### src/rtl/smx_pkg.sv
// Shared types and constants for the stack machine execute unit.
package smx_pkg;

  localparam int DATA_WIDTH  = 32;
  localparam int STACK_DEPTH = 256;
  localparam int NUM_REGS    = 6;
  localparam int ADDR_W      = $clog2(STACK_DEPTH);
  localparam int FILL_W      = $clog2(STACK_DEPTH + 1);
  localparam int OP_W        = 4;
  localparam int REG_IDX_W   = 3;
  localparam int STATUS_W    = 3;

  typedef enum logic [OP_W-1:0] {
    OP_PUSH    = 4'd0,
    OP_POP     = 4'd1,
    OP_ADD     = 4'd2,
    OP_HALT    = 4'd3,
    OP_MUL     = 4'd4,
    OP_NEG     = 4'd5,
    OP_SQR     = 4'd6,
    OP_POW     = 4'd7,
    OP_SHOW    = 4'd8,
    OP_DIF     = 4'd9,
    OP_SUB     = 4'd10,
    OP_SET     = 4'd11,
    OP_READREG = 4'd12,
    OP_PUSHREG = 4'd13,
    OP_MOVE    = 4'd14,
    OP_STR     = 4'd15
  } op_t;

  typedef enum logic [STATUS_W-1:0] {
    ST_OK     = 3'd0,
    ST_UNDER  = 3'd1,
    ST_OVER   = 3'd2,
    ST_HALTED = 3'd3,
    ST_BADREG = 3'd4
  } status_t;

  // Controller to datapath
  typedef struct packed {
    logic load;      // capture item, start stack read
    logic mul_op;    // single multiply for mul or sqr
    logic pow_init;  // set up square-and-multiply
    logic pow_mul;   // accumulate when exponent bit is set
    logic pow_sqr;   // square base, shift exponent
    logic commit;    // update state and load result register
  } cmd_t;

  // Datapath to controller
  typedef struct packed {
    logic use_mul;   // item is a valid mul, sqr or pow
    logic is_pow;
    logic exp_last;  // no exponent bits left after this shift
  } sts_t;

endpackage

### src/rtl/smx_ctrl.sv
// Sequencing state machine and result-valid tracking for the stack machine.
module smx_ctrl (
  input  logic          clk,
  input  logic          rst_n,
  input  logic          in_valid,
  output logic          in_stall,
  output logic          out_valid,
  input  logic          out_stall,
  input  smx_pkg::sts_t sts,
  output smx_pkg::cmd_t cmd
);

  typedef enum logic [5:0] {
    S_IDLE   = 6'b000001,
    S_EVAL   = 6'b000010,
    S_MUL    = 6'b000100,
    S_PMUL   = 6'b001000,
    S_PSQR   = 6'b010000,
    S_COMMIT = 6'b100000
  } state_t;

  state_t state_r, state_nxt;
  logic   out_valid_r, out_valid_nxt;
  logic   out_free;

  // result register can take a new item when empty or being drained
  assign out_free  = !out_valid_r || !out_stall;
  assign in_stall  = (state_r != S_IDLE);
  assign out_valid = out_valid_r;

  // next state and commands
  always_comb begin
    state_nxt = state_r;
    cmd       = '0;
    unique case (state_r)
      S_IDLE: begin
        if (in_valid) begin
          cmd.load  = 1'b1;
          state_nxt = S_EVAL;
        end
      end
      S_EVAL: begin
        if (sts.use_mul) begin
          if (sts.is_pow) begin
            cmd.pow_init = 1'b1;
            state_nxt    = S_PMUL;
          end else begin
            state_nxt = S_MUL;
          end
        end else if (out_free) begin
          cmd.commit = 1'b1;
          state_nxt  = S_IDLE;
        end
      end
      S_MUL: begin
        cmd.mul_op = 1'b1;
        state_nxt  = S_COMMIT;
      end
      S_PMUL: begin
        cmd.pow_mul = 1'b1;
        state_nxt   = S_PSQR;
      end
      S_PSQR: begin
        cmd.pow_sqr = 1'b1;
        state_nxt   = sts.exp_last ? S_COMMIT : S_PMUL;
      end
      S_COMMIT: begin
        if (out_free) begin
          cmd.commit = 1'b1;
          state_nxt  = S_IDLE;
        end
      end
      default: state_nxt = S_IDLE;
    endcase
  end

  // result valid flag
  always_comb begin
    out_valid_nxt = out_valid_r;
    if (cmd.commit) begin
      out_valid_nxt = 1'b1;
    end else if (!out_stall) begin
      out_valid_nxt = 1'b0;
    end
  end

  always_ff @(posedge clk) begin
    if (!rst_n) begin
      state_r     <= S_IDLE;
      out_valid_r <= 1'b0;
    end else begin
      state_r     <= state_nxt;
      out_valid_r <= out_valid_nxt;
    end
  end

`ifndef NO_ASSERTIONS
  // a pending result is never overwritten
  a_commit_free: assert property (@(posedge clk) disable iff (!rst_n)
    cmd.commit |-> out_free)
    else $error("commit while result register is held");

  // every commit presents a result
  a_commit_valid: assert property (@(posedge clk) disable iff (!rst_n)
    cmd.commit |=> out_valid_r)
    else $error("committed item not presented");

  // power loop ends once the exponent runs out
  a_pow_end: assert property (@(posedge clk) disable iff (!rst_n)
    (state_r == S_PSQR) && sts.exp_last |=> (state_r == S_COMMIT))
    else $error("power loop did not finish");
`endif

endmodule

### config.mk
export PLATFORM = sky130hd
export DESIGN_NAME = smx_ctrl
export DESIGN_NICKNAME = d
export VERILOG_FILES = /design/src/rtl/smx_pkg.sv /design/src/rtl/smx_ctrl.sv
export SDC_FILE = /design/constraint.sdc
export NUM_CORES = 1
export LEC_CHECK = 0
export ABC_AREA = 1
export BUFFER_PORTS_ARGS = -buffer_cell sky130_fd_sc_hd__buf_2
export CAP_MARGIN = 0
export CORE_AREA = 2 2 39 41
export CTS_CLUSTER_SIZE = 40
export DETAILED_ROUTE_END_ITERATION = 12
export DIE_AREA = 0 0 41 43
export PLACE_DENSITY = 0.71
export SLEW_MARGIN = 30
export SYNTH_ARGS = -nofsm -noshare
export SYNTH_HDL_FRONTEND = slang
export SYNTH_SLANG_ARGS = --single-unit
### constraint.sdc
create_clock -name clk -period 1.5 [get_ports clk]
set_input_delay 0.225 -clock clk [delete_from_list [all_inputs] [get_ports clk]]
set_output_delay 0.225 -clock clk [all_outputs]
set_load 0.01 [all_outputs]
==> impl_metrics.toml, run 1 <==
[status]
outcome = "finished with violations"
violations = "setup timing"

[place]
dpl.hpwl_um = 837
gp_congestion = 0.781
io_buffers = 14
dp_slack_ps = 232

[layout]
nets = 104
layout-drive-gt1-share_pct = 50.0
num_antenna_cells = 0
area_delta_synth_final_pct = 38.7
final_util_pct = 47.0

[clock_network]
cts_buffers = 3
clkTransAtPathRegs_ps = 60
numClockSinks = 7
holdBufCountCts = 0
cts_tree = "yes"
cts-root-buf = "clkbuf_4"
clk_latency_ps = 260
h-tree-depth = 1
cts_max_path_buffers = 2

[synthesis]
yosys.cell_types.count = 18
ys_ff_latch = 7
synth.cell_area_um2 = 469
synth_seq_area_share_pct = 29.9
yosysWarningCount = 0
syn_inst = 74
syn_nets = 81
syn_avg_cell_area_um2 = 6.34

[power_and_ir_drop]
leakagePower_nw = 0.391
peakVddDrop_mv = 0.676
power_density_mw_per_mm2 = 1140

[worst_setup_path]
r2r_cells = 9
r2r_slack_ps = 200
r2r-start = "state_r[1]$_SDFFE_PN0P_"
path_class = "reg -> out"
worstPathRequired_ps = 1270
critPathLaunch = "state_r[1]$_SDFFE_PN0P_"
crit_path_end_kind = "output pin"
setup.worst_path.start_class = "flop"
r2r-end = "state_r[1]$_SDFFE_PN0P_"
crit_arrival_ps = 1290
critPathMaxFanout = 3

[global_route]
grt_pass1_wl_mm = 1.61
grt_usage_pct = 13.8
grt_max_degree = 6
grt-ovfl-total = 0
grt_pass1_vias = 410
antenna_found_initial = 0

[routing]
num_vias = 510
via_per_inst = 4.55
drt_pass1_iterations = 4
drc = 0
post_drt_wl_per_cell_um = 10.3
ant_nets = 0
routed_wl_mm = 1.15
drt_iter0_drc = 11

[timing]
hold_violations = 0
setup_violations = 1
rsz0062_at_grt = "true"
fmax_mhz = 658
period_needed_ps = 1520
finalCritPeriodShare_pct = 101
finalMaxSlewViolations = 0
tightest_slew_ps = 196
slew_headroom_pct = 86.8
skew_ps = 7.17
fin_ws_ps = -19.1

[run]
max_cap_violations = 0

[min_path]
hp-start = "rst_n"
whs_path_depth = 3
hold_path_class = "in -> reg"
hold-path-endpoint = "state_r[5]$_SDFFE_PN0P_"

[floorplan]
core_area_mm2 = 0.00138
placementRows = 14
die_w_um = 41
start_util_pct = 33.9
die_y_um = 43
fp.dieArea_mm2 = 0.00176
io_pins = 15
-- worst max path at each step --
stage                  end  slack (ps)
floorplan           cmd[0]         320
global placement    cmd[0]         240
detailed placement  cmd[0]         230
CTS                 cmd[0]           7
global route        cmd[0]         -80
finish              cmd[0]         -20
-- registers in the layout, indices dropped and copies added, names as in the netlist --
signal     flops
state_r        6
out_valid      1
-- worst max-delay path, stage by stage (launching register included) --
cell and delay, ps:
dfxtp_2 360, inv_4 50, nor2_4 110, nand3_4 100, o21ai_2 160, nand2_1 80, inv_1 50, buf_2 110
-- synthesized netlist by cell type (all sizes together) --
master,count,area (um2)
buf,1,7.51
nor2,17,83.8
nand4,1,6.26
a21oi,2,10.0
inv,18,67.6
nor3,1,5.00
dfxtp,7,140
nand3,7,50.1
a21boi,1,7.51
nand2,12,50.1
and2,1,7.51
o21ai,6,33.8
-- layer usage --
metal | up-vias | track usage [%] | part of all wire, %
met2 | 23 | 19.7 | 52
met5 | - | 0 | 0
li1 | 272 | - | -
met1 | 213 | 18.1 | 41
met3 | 2 | 4.71 | 6.1
met4 | 0 | 6.00 | 1.2
-- through the flow --
stage / setup TNS, ps / cell area [um2] / power (mW) / hold slack [ps] / instances
3_5_place_dp: 0 / 552 / 0.485 / 444 / 103
6_report: -19.1 / 651 / 0.743 / 176 / 112
4_1_cts: 0 / 617 / 0.696 / 176 / 111
3_3_place_gp: 0 / 552 / 0.485 / 438 / 103
5_1_grt: -125 / 651 / 0.788 / 203 / 112
2_1_floorplan: 0 / 469 / 0.418 / 323 / 74
-- cell usage in the layout, fill, tap and decap left out, types with 2 or more instances in the layout --
cell,netlist,final
buf_2,0,14
nand3_2,3,2
inv_1,13,12
o21ai_1,5,5
a21oi_1,2,2
nor2_1,11,11
nand2_2,2,3
clkbuf_4,0,3
dfxtp_1,7,2
nand3_1,4,4
buf_4,1,5
inv_2,5,5
dfxtp_2,0,5
nor2_4,1,4
nand2_1,10,9
nor2_2,5,2
-- power breakdown --
part / switching, mW / internal, mW
Clock: 0.0778 / 0.0978
Combinational: 0.187 / 0.141
Sequential: 0.0264 / 0.213
-- logic make-up (layout without fill, tap and decap cells) --
family | count (synthesis) | after routing | synth area share [%]
AND/OR/NAND/NOR | 39 | 39 | 43.2
buffers and inverters | 19 | 41 | 16.0
flip-flops | 7 | 7 | 29.9
AO/OA/AOI/OAI | 9 | 9 | 10.9
-- area by class of cell --
class	instances	area [um2]
flip-flops and latches	7	146
clock buffers	3	22.5
multi-input cells	48	279
well taps	16	20.0
repair buffers	19	108
clock inverters	1	5.00
fillers	132	733
inverters	18	70.1
-- what timing repair did --
| action | CTS | global route |
|---|---|---|
| endpoints found under the setup margin | 1 | 4 |
| gates resized for setup | 4 | 8 |
| pin swaps | 3 | 4 |
| setup buffers | 4 | 1 |
| endpoints found under the hold margin | 0 | 0 |
(Power assumes the default switching activity.)
==> run 2, diff against run 1 <==
--- a/config.mk
+++ b/config.mk
@@ -8,11 +8,13 @@
 export ABC_AREA = 1
 export BUFFER_PORTS_ARGS = -buffer_cell sky130_fd_sc_hd__buf_2
 export CAP_MARGIN = 0
-export CORE_AREA = 2 2 39 41
+export CELL_PAD_IN_SITES_DETAIL_PLACEMENT = 1
+export CELL_PAD_IN_SITES_GLOBAL_PLACEMENT = 1
+export CORE_MARGIN = 2
+export CORE_UTILIZATION = 31
 export CTS_CLUSTER_SIZE = 40
 export DETAILED_ROUTE_END_ITERATION = 12
-export DIE_AREA = 0 0 41 43
-export PLACE_DENSITY = 0.71
+export PLACE_DENSITY_LB_ADDON = 0.1
 export SLEW_MARGIN = 30
 export SYNTH_ARGS = -nofsm -noshare
 export SYNTH_HDL_FRONTEND = slang
==> impl_metrics.toml, run 2 (synthesis results as in run 1) <==
[clock_network]
cts_tree = "yes"
cts_max_path_buffers = 2
holdBufCountCts = 0
numClockSinks = 7
cts-root-buf = "clkbuf_4"
h-tree-depth = 1
clkTransAtPathRegs_ps = 60
cts_buffers = 3
clk_latency_ps = 250

[global_route]
antenna_found_initial = 0
grt_max_degree = 6
grt_pass1_vias = 535
grt_usage_pct = 16.2
grt_pass1_wl_mm = 2.17
grt-ovfl-total = 0

[timing]
finalMaxSlewViolations = 0
skew_ps = 7.16
rsz0062_at_grt = "true"
slew_headroom_pct = 87.4
fmax_mhz = 670
fin_setup_tns_ps = 0
setup_violations = 0
finalCritPeriodShare_pct = 99.5
period_needed_ps = 1490
tightest_slew_ps = 188
hold_violations = 0

[floorplan]
io_pins = 15
die_w_um = 42.9
fp.dieArea_mm2 = 0.00184
start_util_pct = 32.3
placementRows = 14
die_y_um = 42.9
core_area_mm2 = 0.00145

[power_and_ir_drop]
power.switching_mw = 0.315
p_seq_share_pct = 30.6
total_power_mw = 0.794
peakVddDrop_mv = 0.619
pwr-share-clk_pct = 22.0
p_int_mw = 0.479
combPwrFrac_pct = 47.4
switching_share_pct = 39.7
power_density_mw_per_mm2 = 1100
leakagePower_nw = 0.410

[min_path]
hold_path_class = "in -> reg"

[worst_setup_path]
path_class = "reg -> out"
crit_arrival_ps = 1270
slowest_delay_ps = 360
crit_path_end_kind = "output pin"
worstPathRequired_ps = 1270
critPathMaxFanout = 3
critPathSlowestCell = "dfxtp_2"
setup.worst_path.start_class = "flop"
cp_top_family = "flip-flops"
crit_chain = "inv_4 -> nor2_4 -> nand3_4 -> o21ai_4 -> nand2_2 -> inv_1 -> buf_2"
worst-path-buf-inv = 3

[run]
max_cap_violations = 0

[place]
io_buffers = 14
dp.cells = 103
dpl.hpwl_um = 988
gp_congestion = 0.739

[layout]
fillers = 202
finalNonFillerCells = 115
layout-drive-gt1-share_pct = 55.6
nets = 107
layout_common_cells = "buf_2 (13), inv_1 (11), nor2_1 (10)"
top_register = "state_r"
final_common_cell = "buf_2"
final_util_pct = 49.7
area_delta_synth_final_pct = 53.9
num_antenna_cells = 0
largest_reg_flops = 6

[routing]
drc = 0
via_per_inst = 4.83
num_vias = 555
drt_pass1_iterations = 2
ant_nets = 0
post_drt_wl_per_cell_um = 12.3
drt_iter0_drc = 9
routed_wl_mm = 1.42

[status]
outcome = "complete, no violations"
## run 2: cell count changes in the layout (fill, tap and decap cells not counted), sizes merged
cell    before  now
clkinv       1    0
clkbuf       3    4
buf         19   22
## run 2: timing repair
action / in CTS / in global routing
gates resized for setup: 8 / 17
endpoints found under the setup margin: 2 / 5
pin swaps: 5 / 6
buffers inserted: 7 / 1
## run 2: final timing paths
| kind | end | slack [ps] | startpoint | depth (start not counted) |
|---|---|---|---|---|
| min | state_r[5]$_SDFFE_PN0P_ | 190 | rst_n | 3 |
| max reg2reg | state_r[2]$_SDFFE_PN0P_ | 280 | state_r[1]$_SDFFE_PN0P_ | 8 |
| min reg2reg | state_r[4]$_SDFFE_PN0P_ | 610 | state_r[2]$_SDFFE_PN0P_ | 3 |
| max | cmd[0] | 7 | state_r[1]$_SDFFE_PN0P_ | 7 |
## run 2: routing by layer
layer | track usage (%) | routed length (um)
met5 | 0 | 0
met4 | 15.0 | 38
met2 | 25.8 | 722
met3 | 1.28 | 39
met1 | 18.8 | 616
## run 2: final cells by class
type	instances	area, um2	area share [%]
timing repair buffer	22	136	18.9
clock buffer	4	26.3	3.64
sequential	7	153	21.1
multi-input combinational	48	314	43.5
inverter	18	72.6	10.1
tap	16	20.0	2.77
## run 2: worst min-delay path, cell delays in order
cell and delay, ps:
buf_2 90, nand2_1 50, inv_1 40
## run 2: per-stage QoR
stage | setup slack, ps | hold slack [ps] | cell area, um2
after detailed placement | 203 | 442 | 552
after global placement | 229 | 443 | 552
after global routing | -43.9 | 202 | 722
after CTS | 1.55 | 182 | 647
final | 6.81 | 186 | 722
after floorplan | 324 | 323 | 469
## run 2: power by group through the flow
stage                     logic, mW  clock network [mW]  registers, mW
final                         0.376               0.174          0.243
after global routing          0.412               0.188          0.245
after CTS                     0.318               0.180          0.232
after detailed placement      0.266                   0          0.228
after global placement        0.263                   0          0.228
after floorplan               0.192                   0          0.226
